**src/hw/rtl/tfd_pkg.sv**
```systemverilog
// Shared constants for the timestamped frame deframer: parser states, event codes, registers.
package tfd_pkg;

	// parser states
	localparam logic [2:0] ST_SYNC0  = 3'd0;
	localparam logic [2:0] ST_SYNC1  = 3'd1;
	localparam logic [2:0] ST_STAMP  = 3'd2;
	localparam logic [2:0] ST_LENGTH = 3'd3;
	localparam logic [2:0] ST_DATA   = 3'd4;
	localparam logic [2:0] ST_END    = 3'd5;
	localparam logic [2:0] ST_HELD   = 3'd6;
	localparam logic [2:0] ST_LOST   = 3'd7;

	// result event codes
	localparam logic [2:0] EV_NONE    = 3'd0;
	localparam logic [2:0] EV_PAYLOAD = 3'd1;
	localparam logic [2:0] EV_RELEASE = 3'd2;
	localparam logic [2:0] EV_LOST    = 3'd3;
	localparam logic [2:0] EV_DROPPED = 3'd4;

	// input action codes
	localparam logic ACT_BYTE = 1'b0;
	localparam logic ACT_TICK = 1'b1;

	// configuration register indexes
	localparam logic [1:0] CFG_FIRST_SYNC  = 2'd0;
	localparam logic [1:0] CFG_SECOND_SYNC = 2'd1;
	localparam logic [1:0] CFG_CLOSE_BYTE  = 2'd2;

	// configuration reset values
	localparam logic [7:0] FIRST_SYNC_RST  = 8'd165;
	localparam logic [7:0] SECOND_SYNC_RST = 8'd90;
	localparam logic [7:0] CLOSE_BYTE_RST  = 8'd13;

	// timestamp bytes in a frame header
	localparam logic [7:0] STAMP_BYTES = 8'd4;

endpackage

```
**src/hw/rtl/timestamped_frame_deframer.sv**
```systemverilog
// Timestamped frame deframer: byte-stream frame parser with tick-driven playback release.

// Each input beat is either a received byte (action 0) or a playback tick (action 1), and each
// gives exactly one result beat. Frames are: first sync, second sync, four timestamp bytes
// (little-endian), a length byte, that many payload bytes, and an end marker. Payload bytes come
// out as they arrive, with their index; nothing is buffered. A bad sync or end byte gives a
// sync-lost result, the byte after it is swallowed, and hunting restarts at the first sync byte.
// A complete frame is held: bytes received meanwhile are reported as dropped. Every tick bumps a
// 32-bit elapsed count that saturates and is cleared only by reset; the first tick that finds it
// above the held timestamp releases the frame with its stamp and length. Throughput is one beat
// per clock: the beat is captured in an input register, processed in one pass into the result
// register, and the input side keeps taking beats as long as the result register is drained.
// Result valid rises as the beat moves from the input into the result register. Sync and end
// marker values are written through the configuration channel (always ready) and should only
// change while the block is idle.
module timestamped_frame_deframer (
	input  logic        clk,
	input  logic        arst_n,

	input  logic        in_valid,
	output logic        in_ready,
	input  logic        action,
	input  logic [7:0]  byte_value,

	output logic        out_valid,
	input  logic        out_ready,
	output logic [2:0]  event_res,
	output logic [7:0]  payload_byte,
	output logic [7:0]  payload_index,
	output logic [31:0] frame_stamp,
	output logic [7:0]  frame_length,

	input  logic        cfg_valid,
	output logic        cfg_ready,
	input  logic [1:0]  cfg_index,
	input  logic [7:0]  cfg_data
);

	// configuration registers
	logic [7:0]  first_sync_q;
	logic [7:0]  second_sync_q;
	logic [7:0]  close_byte_q;

	// input register stage
	logic        valid_s1;
	logic        action_s1;
	logic [7:0]  byte_s1;

	// parser state
	logic [2:0]  state_q;
	logic [7:0]  count_q;
	logic [31:0] stamp_q;
	logic [7:0]  length_q;
	logic [31:0] elapsed_q;

	// result register
	logic        out_valid_q;
	logic [2:0]  event_q;
	logic [7:0]  pbyte_q;
	logic [7:0]  pindex_q;
	logic [31:0] fstamp_q;
	logic [7:0]  flength_q;

	// next-state and result logic
	logic        advance;
	logic [2:0]  state_d;
	logic [7:0]  count_d;
	logic [31:0] stamp_d;
	logic [7:0]  length_d;
	logic [31:0] elapsed_d;
	logic [2:0]  event_d;
	logic [7:0]  pbyte_d;
	logic [7:0]  pindex_d;
	logic [31:0] fstamp_d;
	logic [7:0]  flength_d;
	logic [7:0]  count_inc;

	// a beat in stage 1 moves on whenever the result register is free or being emptied
	assign advance   = valid_s1 && (!out_valid_q || out_ready);
	assign in_ready  = !valid_s1 || advance;
	assign cfg_ready = 1'b1;
	assign count_inc = count_q + 8'd1;

	always_ff @(posedge clk or negedge arst_n) begin
		if (!arst_n) begin
			first_sync_q  <= tfd_pkg::FIRST_SYNC_RST;
			second_sync_q <= tfd_pkg::SECOND_SYNC_RST;
			close_byte_q  <= tfd_pkg::CLOSE_BYTE_RST;
		end else if (cfg_valid && cfg_ready) begin
			case (cfg_index)
				tfd_pkg::CFG_FIRST_SYNC:  first_sync_q  <= cfg_data;
				tfd_pkg::CFG_SECOND_SYNC: second_sync_q <= cfg_data;
				tfd_pkg::CFG_CLOSE_BYTE:  close_byte_q  <= cfg_data;
				default: ; // unknown index: write ignored
			endcase
		end
	end

	// input register: control cleared on reset, payload free-running on accept
	always_ff @(posedge clk or negedge arst_n) begin
		if (!arst_n) begin
			valid_s1 <= 1'b0;
		end else if (in_ready) begin
			valid_s1 <= in_valid;
		end
	end

	always_ff @(posedge clk) begin
		if (in_valid && in_ready) begin
			action_s1 <= action;
			byte_s1   <= byte_value;
		end
	end

	always_comb begin
		state_d   = state_q;
		count_d   = count_q;
		stamp_d   = stamp_q;
		length_d  = length_q;
		elapsed_d = elapsed_q;
		event_d   = tfd_pkg::EV_NONE;
		pbyte_d   = 8'd0;
		pindex_d  = 8'd0;
		fstamp_d  = 32'd0;
		flength_d = 8'd0;

		if (action_s1 == tfd_pkg::ACT_TICK) begin
			// saturating tick count; release compares against the bumped value
			if (elapsed_q != 32'hFFFF_FFFF) begin
				elapsed_d = elapsed_q + 32'd1;
			end
			if (state_q == tfd_pkg::ST_HELD && elapsed_d > stamp_q) begin
				event_d   = tfd_pkg::EV_RELEASE;
				fstamp_d  = stamp_q;
				flength_d = length_q;
				state_d   = tfd_pkg::ST_SYNC0;
			end
		end else begin
			case (state_q)
				tfd_pkg::ST_SYNC0: begin
					if (byte_s1 == first_sync_q) begin
						state_d = tfd_pkg::ST_SYNC1;
					end else begin
						state_d = tfd_pkg::ST_LOST;
						event_d = tfd_pkg::EV_LOST;
					end
				end
				tfd_pkg::ST_SYNC1: begin
					if (byte_s1 == second_sync_q) begin
						state_d = tfd_pkg::ST_STAMP;
						count_d = 8'd0;
						stamp_d = 32'd0;
					end else begin
						state_d = tfd_pkg::ST_LOST;
						event_d = tfd_pkg::EV_LOST;
					end
				end
				tfd_pkg::ST_STAMP: begin
					// little-endian: byte lane picked by low counter bits
					case (count_q[1:0])
						2'd0:    stamp_d[7:0]   = stamp_q[7:0]   | byte_s1;
						2'd1:    stamp_d[15:8]  = stamp_q[15:8]  | byte_s1;
						2'd2:    stamp_d[23:16] = stamp_q[23:16] | byte_s1;
						default: stamp_d[31:24] = stamp_q[31:24] | byte_s1;
					endcase
					count_d = count_inc;
					if (count_inc >= tfd_pkg::STAMP_BYTES) begin
						state_d = tfd_pkg::ST_LENGTH;
					end
				end
				tfd_pkg::ST_LENGTH: begin
					length_d = byte_s1;
					count_d  = 8'd0;
					// empty frame goes straight to the end marker
					state_d  = (byte_s1 == 8'd0) ? tfd_pkg::ST_END : tfd_pkg::ST_DATA;
				end
				tfd_pkg::ST_DATA: begin
					event_d  = tfd_pkg::EV_PAYLOAD;
					pbyte_d  = byte_s1;
					pindex_d = count_q;
					count_d  = count_inc;
					if (count_inc == length_q) begin
						state_d = tfd_pkg::ST_END;
					end
				end
				tfd_pkg::ST_END: begin
					if (byte_s1 == close_byte_q) begin
						state_d = tfd_pkg::ST_HELD;
					end else begin
						state_d = tfd_pkg::ST_LOST;
						event_d = tfd_pkg::EV_LOST;
					end
				end
				tfd_pkg::ST_HELD: begin
					event_d = tfd_pkg::EV_DROPPED;
				end
				default: begin
					// lost sync: swallow this byte, then hunt again
					state_d = tfd_pkg::ST_SYNC0;
				end
			endcase
		end
	end

	always_ff @(posedge clk or negedge arst_n) begin
		if (!arst_n) begin
			state_q   <= tfd_pkg::ST_SYNC0;
			count_q   <= 8'd0;
			stamp_q   <= 32'd0;
			length_q  <= 8'd0;
			elapsed_q <= 32'd0;
		end else if (advance) begin
			state_q   <= state_d;
			count_q   <= count_d;
			stamp_q   <= stamp_d;
			length_q  <= length_d;
			elapsed_q <= elapsed_d;
		end
	end

	// result register
	always_ff @(posedge clk or negedge arst_n) begin
		if (!arst_n) begin
			out_valid_q <= 1'b0;
		end else if (advance) begin
			out_valid_q <= 1'b1;
		end else if (out_ready) begin
			out_valid_q <= 1'b0;
		end
	end

	always_ff @(posedge clk) begin
		if (advance) begin
			event_q   <= event_d;
			pbyte_q   <= pbyte_d;
			pindex_q  <= pindex_d;
			fstamp_q  <= fstamp_d;
			flength_q <= flength_d;
		end
	end

	assign out_valid     = out_valid_q;
	assign event_res     = event_q;
	assign payload_byte  = pbyte_q;
	assign payload_index = pindex_q;
	assign frame_stamp   = fstamp_q;
	assign frame_length  = flength_q;

	// payload fields are zero unless the beat carries a payload byte
	a_payload_zero: assert property (@(posedge clk) disable iff (!arst_n)
		out_valid_q && event_q != tfd_pkg::EV_PAYLOAD |-> pbyte_q == 8'd0 && pindex_q == 8'd0)
		else $error("payload fields set on a non-payload result");

	// frame fields are zero unless the beat is a release
	a_frame_zero: assert property (@(posedge clk) disable iff (!arst_n)
		out_valid_q && event_q != tfd_pkg::EV_RELEASE |-> fstamp_q == 32'd0 && flength_q == 8'd0)
		else $error("frame fields set on a non-release result");

	// the elapsed count never goes backwards
	a_elapsed_mono: assert property (@(posedge clk) disable iff (!arst_n)
		elapsed_q >= $past(elapsed_q))
		else $error("elapsed count decreased");

	// a pending release result means the parser has restarted the hunt
	a_release_restart: assert property (@(posedge clk) disable iff (!arst_n)
		out_valid_q && event_q == tfd_pkg::EV_RELEASE |-> state_q == tfd_pkg::ST_SYNC0)
		else $error("parser not restarted after release");

endmodule
```
**config.mk**
```make
export PLATFORM = sky130hd
export DESIGN_NAME = timestamped_frame_deframer
export DESIGN_NICKNAME = d
export VERILOG_FILES = /design/src/hw/rtl/tfd_pkg.sv /design/src/hw/rtl/timestamped_frame_deframer.sv
export SDC_FILE = /design/constraint.sdc
export NUM_CORES = 1
export LEC_CHECK = 0
export ABC_AREA = 1
export BUFFER_PORTS_ARGS = -buffer_cell sky130_fd_sc_hd__clkbuf_2
export CAP_MARGIN = 15
export CORE_MARGIN = 8
export CORE_UTILIZATION = 51
export DETAILED_ROUTE_END_ITERATION = 7
export HOLD_SLACK_MARGIN = 0.08
export PLACE_DENSITY_LB_ADDON = 0.05
export SLEW_MARGIN = 20
export SYNTH_ARGS = -nofsm -noshare
export SYNTH_HDL_FRONTEND = slang
export SYNTH_SLANG_ARGS = --single-unit
```
**constraint.sdc**
```tcl
create_clock -name clk -period 8.2 [get_ports clk]
set_input_delay 0.41 -clock clk [delete_from_list [all_inputs] [get_ports clk]]
set_output_delay 0.41 -clock clk [all_outputs]
set_load 0.02 [all_outputs]
```
==> impl_metrics.tcl, run 1 <==
set metrics [dict create \
    pwr-share-clk_pct 25.7 \
    drt.antenna.violating_nets 0 \
    fp.coreArea_um2 17840 \
    die_y_um 150.4 \
    avgSynthCellArea_um2 8.677 \
    path_max_fanout 27 \
    combPwrFrac_pct 33.6 \
    synth_edf_count 68 \
    gp_congestion 0.9037 \
    drc 0 \
    cts_resized 0 \
    worst_pin_slew_ps 888.9 \
    grt_max_degree 77 \
    critPathArrivalTime_ps 4400 \
    hp-start "byte_value[3]" \
    first_global_vias 6974 \
    cts-root-buf "clkbuf_16" \
    yosysWarningCount 0 \
    grt_usage_pct 21.11 \
    min_to "byte_s1[3]$_DFFE_PP_" \
    synth_fa_ha_area_share_pct 5.160 \
    fillers 1657 \
    startpoint_type "flop" \
    p_int_uw 2030 \
    timing.rr.start "elapsed_q[1]$_DFFE_PN0P_" \
    syn_to_final_growth_pct 12.94 \
    dpl_cell_area_um2 9788 \
    layout-drive-gt1-share_pct 14.61 \
    power_uw 3275 \
    synth_cell_types 44 \
    dieArea_um2 22630 \
    io_pins 86 \
    finClkSkew_ps 8.639 \
    wl_per_cell_um 16.37 \
    core.rowCount 49 \
    clkSinkCount 177 \
    multi_input_area_um2 3781 \
    final_area_um2 10410 \
    switching_share_pct 38.02 \
    finalSetupViolCount 0 \
    slew_headroom_pct 40.52 \
    p_switching_uw 1245 \
    final_core_util_pct 58.34 \
    crit_required_ps 8370 \
    status "completed" \
    syn_nets 1124 \
    cts_buffers 17 \
    final_cell_mix "nand2_1 (288), inv_1 (125), nor2_1 (112)" \
    synth.area.mux_share_pct 0 \
    die_w_um 150.4 \
    synthSimpleGateAreaFrac_pct 24.53 \
    cts_hold_buf 1 \
    fin_crit_sh_pct 51.48 \
    antenna_found_initial 0 \
    regArea_um2 4783 \
    rsz0062_at_grt "false" \
    portBuffers 84 \
    clock.fmax_mhz 236.9 \
    drtPass1Iterations 5 \
    start_util_pct 51.65 \
    r2r_setup_slack_ps 3980 \
    diodes 0 \
    ys_ff_latch 177 \
    synth_cells 1062 \
    clkLatencyLatePin_ps 430 \
    overflow 0 \
    synthFlopType "dfrtp_1" \
    cts_setup_buffers 0 \
    holdPathStages 1 \
    avgViaCountPerCell 5.152 \
    r2r-end "frame_stamp[12]$_SDFFCE_PN0P_" \
    grt_pass1_wl_um 36940 \
    final_hold_viol_count 0 \
    seqPwrFrac_pct 40.7 \
    ys_async_sr_fraction_pct 61.58 \
    hpwl_um 16300 \
    synth_top_family_by_area "simple AND/OR/NAND/NOR gates" \
    p_leak_uw 0.004857 \
    layout_commonest_cell "nand2_1" \
    path_class "flop to flop" \
    nNetsFinal 1199 \
    clockBufferDepth 2 \
    drt-total-wl_um 22570 \
    ir_drop_mv 0.1622 \
    power.density_nw_per_um2 314.7 \
    period_needed_ps 4221 \
    setup_tns_ps 0 \
    synth-xor-area-share_pct 4.277 \
    cts_tree "done" \
    vias 7105 \
    yosysSeqAreaShare_pct 51.91 \
    r2r_cells 20 \
    slew_viol_final 0 \
    path_clk_slew_ps 70 \
    end_kind "flop" \
    drt_iter0_drc 492 \
    synth-compound-area-share_pct 6.993 \
    htreeDepth 4 \
    maxCapViolCount 0 \
    hold_class "input pin to flop" \
    synth_area_um2 9215 \
]
==> worst max-delay path: stages, from the launching register on <==
cell,delay [ps]
dfrtp_1,420
ha_1,210
nand3_1,120
nor2_4,150
nand3_2,120
nor2_4,170
nand4_4,390
o21ai_0,370
inv_1,80
ha_1,290
inv_1,60
nor2_1,30
o21bai_1,110
nand2_1,70
nand2_1,70
nand4_1,140
nand2_1,90
nand2_1,70
nand3_1,480
buf_4,400
nor2_1,90
==> stage by stage <==
step	cells	hold slack (ps)	setup slack [ps]
floorplan	1062	114.4	5226
global placement	1346	391.1	4186
detailed placement	1346	391.6	3993
CTS	1379	134.7	3973
global route	1379	136.7	3476
finish	1379	151.1	3979
==> cells in the mapped netlist (14+ instances only) <==
library cell    n  area share [%]
nand4_1        14            0.95
xnor2_1        16             1.5
nor3_1         23             1.2
inv_1         126             5.1
nand2_1       288              12
buf_2          18            0.98
nor2_1        113             4.6
edfxtp_1       68              22
nand3_1        41             2.2
ha_1           38             5.2
a21oi_1        49             2.7
dfrtp_1        98              27
xor2_1         29             2.8
o21ai_0        61             3.3
==> routing by layer <==
metal	wire length (um)	track usage (%)	vias to the layer above	share of wire, %
met5	0	0	-	0
met4	465	7.596	0	2.1
met3	1126	3.937	29	5.0
met2	10070	32.06	174	45
met1	10910	29.62	3341	48
li1	-	-	3561	-
==> registers in the layout, indices dropped and copies added (netlist names), 8 cells and up <==
register	flops
byte_s1	8
close_byte_q	8
count_q	8
elapsed_q	32
first_sync_q	8
frame_length	8
frame_stamp	32
length_q	8
payload_byte	8
payload_index	8
second_sync_q	8
stamp_q	32
==> worst max-delay path by stage <==
stage | end | slack, ps | startpoint
detailed placement | frame_stamp[12]$_SDFFCE_PN0P_ | 3990 | elapsed_q[0]$_DFFE_PN0P_
global placement | frame_length[5]$_SDFFCE_PN0P_ | 4190 | elapsed_q[1]$_DFFE_PN0P_
CTS | frame_stamp[12]$_SDFFCE_PN0P_ | 3970 | elapsed_q[1]$_DFFE_PN0P_
global route | frame_stamp[12]$_SDFFCE_PN0P_ | 3480 | elapsed_q[1]$_DFFE_PN0P_
floorplan | frame_stamp[15]$_SDFFCE_PN0P_ | 5230 | elapsed_q[0]$_DFFE_PN0P_
finish | frame_stamp[12]$_SDFFCE_PN0P_ | 3980 | elapsed_q[1]$_DFFE_PN0P_
==> final cells by class <==
type,instances,area share (%)
clock buffer,17,4.088
clock inverter,15,1.731
inverter,129,4.653
multi-input combinational,723,36.33
sequential,177,45.96
tap,229,2.753
timing repair buffer,89,4.484
==> power by group through the flow <==
stage	combinational [uW]	clock (uW)	sequential (uW)
floorplan	799	0	1340
global placement	1090	0	1340
detailed placement	1100	0	1350
CTS	1110	858	1330
global route	1280	886	1360
finish	1100	841	1330
==> logic make-up after synthesis <==
logic type | count (synthesis)
other | 1
DFF | 177
AOI/OAI and AO/OA | 124
adders and majority gates | 38
xor gates and xnor gates | 45
buffers and inverters | 162
and+or+nand+nor | 515
Power figures use the tool's default switching activity.
==> run 2, diff against run 1 <==
Settings changed: ABC_AREA 1 to 0.
Clock period 8.2 ns to 3.6 ns, I/O delays scaled along.
==> impl_metrics.tcl, run 2 <==
set metrics [dict create \
    yosysSeqAreaShare_pct 52.60 \
    slew_viol_final 0 \
    critPathArrivalTime_ps 4010 \
    crit_required_ps 3790 \
    overflow 0 \
    synthTopCellsByArea "dfrtp_1 (27%), edfxtp_1 (22%), ha_1 (5.2%)" \
    startpoint_type "flop" \
    cts-root-buf "clkbuf_16" \
    worst-path-buf-inv 2 \
    critPathMostFrequentCell "nand4_1" \
    synth_edf_count 68 \
    violations "setup timing" \
    status "finished, violations left" \
    drt.antenna.violating_nets 0 \
    layout_setup_ws_ps -219.5 \
    rsz0062_at_grt "true" \
    diodes 0 \
    avgSynthCellArea_um2 10.84 \
    setup_tns_ps -8373 \
    first_global_vias 7235 \
    gr-max-usage-layer "met2" \
    syn_to_final_growth_pct 26.16 \
    synthFlopType "dfrtp_1" \
    fillers 1407 \
    max_stage_delay_ps 480 \
    final_area_um2 11470 \
    dpl.cell_count 1196 \
    fin_crit_sh_pct 106.1 \
    hpwl_um 16330 \
    ys_ff_latch 177 \
    hold_class "input pin to flop" \
    path_class "flop to flop" \
    power.density_nw_per_um2 605.0 \
    path_max_fanout 25 \
    path_cells "and4_4, buf_6, nand4_1, nor2_2, nand4b_1, nor2_1, xnor2_1, ha_1, nand4_1, or4_4, o311ai_4, a311o_1, a21oi_2, buf_12, a21o_1" \
    final_core_util_pct 64.75 \
    dpl_cell_area_um2 10390 \
    period_needed_ps 3820 \
    met2_usage_pct 33.81 \
    synth_cells 839 \
    drt-total-wl_um 22950 \
    grtUsageMet3_pct 4.233 \
    layout_commonest_cell "buf_4" \
    vias 6970 \
    fin_cells 1265 \
    wl_per_cell_um 18.14 \
    synth_area_um2 9094 \
    ir_drop_mv 0.3874 \
    drtPass1Iterations 5 \
    end_kind "flop" \
    synth_common_cells "dfrtp_1 (98), nor2_1 (71), edfxtp_1 (68)" \
    syn_nets 901 \
    die_w_um 149.5 \
    yosysWarningCount 0 \
    grt_usage_pct 21.35 \
    grt.met1_usage_pct 28.40 \
    finalSetupViolCount 43 \
    final_cell_mix "buf_4 (100), dfrtp_1 (97), clkbuf_2 (83)" \
    synth_cell_types 57 \
    grt_max_degree 57 \
    clock.fmax_mhz 261.8 \
    clockBufferDepth 2 \
    synth.most_common_cell "dfrtp_1" \
    maxCapViolCount 0 \
    avgViaCountPerCell 5.510 \
    fp.coreArea_um2 17720 \
    worst_pin_slew_ps 1028 \
    core.rowCount 49 \
    drc 0 \
    gp_congestion 0.9121 \
    ys_async_sr_fraction_pct 61.58 \
    io_pins 86 \
    htreeDepth 4 \
    drt_iter0_drc 561 \
    cts_tree "done" \
    cpLargestDelayFamily "simple AND/OR/NAND/NOR gates" \
    synth_top_area_cell "dfrtp_1" \
    layout-drive-gt1-share_pct 30.02 \
    portBuffers 84 \
    finClkSkew_ps 11.89 \
    dp_slack_ps -351.3 \
    yosys.area.top_type_share_pct 26.97 \
    p_leak_uw 0.005087 \
    r2r_setup_slack_ps -220 \
    slew_headroom_pct 31.32 \
    slowest_stage "or4_4" \
    antenna_found_initial 0 \
    clkSinkCount 177 \
    grt_pass1_wl_um 37470 \
    cts_buffers 17 \
    dieArea_um2 22360 \
    start_util_pct 51.32 \
    clkLatencyLatePin_ps 430 \
    final_hold_viol_count 0 \
    nNetsFinal 1085 \
    path_clk_slew_ps 70 \
    die_y_um 149.5 \
]
## run 2: path summary, 6_finish.rpt
| check | start | to | cells after the start |
|---|---|---|---|
| max | elapsed_q[6]$_DFFE_PN0P_ | event_res[1]$_DFFE_PP_ | 15 |
| min | out_ready | out_valid$_DFFE_PN0P_ | 3 |
| max reg2reg | elapsed_q[6]$_DFFE_PN0P_ | event_res[1]$_DFFE_PP_ | 15 |
| min reg2reg | elapsed_q[0]$_DFFE_PN0P_ | elapsed_q[0]$_DFFE_PN0P_ | 1 |
| max in group asynchronous | arst_n | elapsed_q[0]$_DFFE_PN0P_ | 4 |
| min in group asynchronous | arst_n | close_byte_q[1]$_DFFE_PN0P_ | 2 |
## run 2: cells by family (layout without fill, tap and decap cells)
family                   count (synthesis)  after routing  synth area share [%]
AND/OR/NAND/NOR                        302            302                 17.89
flip-flops                             177            177                 52.60
XOR/XNOR                                93             93                 8.957
buffers and inverters                   85            282                 3.811
multiplexers                            33             33                 4.086
adder cells (fa/ha/maj)                 38             38                 5.228
AO/OA/AOI/OAI                          110            110                 7.389
other                                    1              1               0.04124
## run 2: per-layer routing
layer	wire length, um	part of all wire, %
met5	0	0
met4	593	2.6
met3	1280	5.6
met2	10690	47
met1	10380	45
## run 2: area by class of cell
cell class	instances	area, um2	area share [%]
flip-flops and latches	177	4785	41.71
multi-input cells	577	4165	36.31
clock buffers	24	550.5	4.799
clock inverters	8	72.57	0.6326
repair buffers	209	1459	12.72
well taps	229	286.5	2.498
inverters	41	153.9	1.341
## run 2: what timing repair did
| action | 4_1_cts | 5_1_grt |
|---|---|---|
| endpoints found under the hold margin | 67 | 0 |
| pin swaps | 13 | 12 |
| setup endpoints to repair | 43 | 43 |
| hold buffers | 20 | 0 |
| buffers inserted | 14 | 5 |
| resized for setup | 23 | 12 |
## run 2: report_power, final
group          leakage, uW  internal, uW  switching (uW)
Clock             0.000311          1100             826
Combinational      0.00272           947            1170
Sequential         0.00206          2520             378
Total              0.00509          4570            2370
## run 2: worst register-to-register path, delay by kind of cell (launching register included)
family | cells | cell delay (ps)
xor+xnor | 1 | 80
fa+ha+maj | 1 | 300
compound gates | 4 | 750
flops | 1 | 350
simple gates | 7 | 1820
buf+inv | 2 | 290
## run 2: through the flow
stage / power (uW) / hold slack (ps)
6_report: 6941 / 144.0
5_1_grt: 7339 / 165.1
4_1_cts: 6934 / 134.9
3_5_place_dp: 4929 / 169.3
3_3_place_gp: 4838 / 359.8
2_1_floorplan: 4180 / -115.6
==> run 3, diff against run 2 <==
Settings changed: CORE_MARGIN 8 to 4, CORE_UTILIZATION 51 to 30, SKIP_CTS_REPAIR_TIMING set to 1.
==> impl_metrics.tcl, run 3 (synthesized netlist as in run 2, its figures left out) <==
set metrics [dict create \
    finClkSkew_ps 16.95 \
    maxCapViolCount 0 \
    final_core_util_pct 38.60 \
    drt.antenna.violating_nets 0 \
    dieArea_um2 33160 \
    drc 0 \
    worst_pin_slew_ps 810.3 \
    power.density_nw_per_um2 605.8 \
    path_cells "nand4_1, nor4_4, buf_4, and4_4, a31oi_4, buf_4, xor2_1, ha_1, nand4_1, or4_4, o311ai_4, a311o_1, a21oi_4, buf_6, and2_1" \
    path_class "flop to flop" \
    hpwl_um 18420 \
    regArea_um2 4783 \
    power_uw 6968 \
    first_global_vias 6956 \
    p_leak_uw 0.005025 \
    fp.coreArea_um2 29800 \
    fin_crit_sh_pct 110.1 \
    grt_max_degree 50 \
    clkSinkCount 177 \
    drtPass1Iterations 4 \
    end_kind "flop" \
    final_cell_mix "dfrtp_1 (98), buf_4 (98), clkbuf_2 (83)" \
    cts-root-buf "clkbuf_16" \
    core.rowCount 63 \
    cts_tree "done" \
    wl_per_cell_um 17.90 \
    slowest_stage "or4_4" \
    max_stage_delay_ps 590 \
    path_clk_slew_ps 90 \
    htreeDepth 4 \
    die_w_um 182.1 \
    final_area_um2 11500 \
    die_y_um 182.1 \
    nNetsFinal 1079 \
    setup_tns_ps -14590 \
    clkLatencyLatePin_ps 430 \
    syn_to_final_growth_pct 26.49 \
    grt_usage_pct 15.48 \
    dpl_cell_area_um2 10590 \
    layout_setup_ws_ps -363.1 \
    drt_iter0_drc 406 \
    io_pins 86 \
    startpoint_type "flop" \
    worst-path-buf-inv 3 \
    clock.fmax_mhz 252.3 \
    avgViaCountPerCell 4.808 \
    clockBufferDepth 2 \
    rsz0062_at_grt "true" \
    hold_class "input pin to flop" \
    portBuffers 84 \
    drt-total-wl_um 25420 \
    grt_pass1_wl_um 40140 \
    critPathArrivalTime_ps 4150 \
    layout-drive-gt1-share_pct 27.28 \
    finalSetupViolCount 43 \
    multi_input_area_um2 4076 \
    antenna_found_initial 0 \
    slew_viol_final 0 \
    violations "setup timing" \
    overflow 0 \
    final_hold_viol_count 0 \
    ir_drop_mv 0.2817 \
    period_needed_ps 3963 \
    diodes 0 \
    slew_headroom_pct 45.84 \
    fillers 2965 \
    cpLargestDelayFamily "simple AND/OR/NAND/NOR gates" \
    start_util_pct 30.52 \
    gp_congestion 0.8558 \
    crit_required_ps 3790 \
    vias 6827 \
    dp_slack_ps -454.3 \
    status "finished, violations left" \
    path_max_fanout 19 \
    cts_buffers 17 \
]
[run 3: changes by cell type in the layout (fill, tap and decap cells not counted), moves of 3 or more]
cell,before,now
and2_4,9,0
and4_4,4,1
and2_1,50,59
nand3_2,6,3
clkinv_8,0,3
nand3_1,25,28
[run 3: metrics by stage]
stage	cells	hold WS [ps]
after detailed placement	1362	286.9
after CTS	1394	-187.7
after global placement	1362	268.1
final	1420	167.3
after floorplan	839	-115.6
after global routing	1420	158.7
[run 3: worst min-delay path, cell delays in order]
cell and delay (ps):
clkbuf_2 80, nand2b_1 220, nand2b_1 90
[run 3: power by group]
part           switching (uW)  internal [uW]
Clock                     939           1020
Combinational            1160            919
Sequential                401           2520
[run 3: worst paths after layout]
kind | start | to | slack [ps] | cells after the start
max | elapsed_q[15]$_DFFE_PN0P_ | frame_stamp[30]$_SDFFCE_PN0P_ | -360 | 15
min | out_ready | out_valid$_DFFE_PN0P_ | 170 | 3
max reg2reg | elapsed_q[15]$_DFFE_PN0P_ | frame_stamp[30]$_SDFFCE_PN0P_ | -360 | 15
min reg2reg | stamp_q[17]$_DFFE_PN0P_ | stamp_q[17]$_DFFE_PN0P_ | 520 | 2
max in group asynchronous | arst_n | first_sync_q[0]$_DFFE_PN1P_ | 2400 | 3
min in group asynchronous | arst_n | valid_s1$_DFFE_PN0N_ | 330 | 2
[run 3: cell type report]
class                           instances  area share, %
Sequential cell                       177          41.59
Multi-Input combinational cell        577          35.44
Timing Repair Buffer                  203          11.94
Tap cell                              390          4.242
Clock buffer                           19          4.134
Inverter                               41          1.338
Clock inverter                         13          1.316
[run 3: routing by layer]
metal,GRT usage [%],vias up,share of wire (%)
met4,3.753,0,0.91
met5,0,-,0
met3,2.791,17,4.2
met2,23.97,138,45
li1,-,3303,-
met1,22.57,3369,49
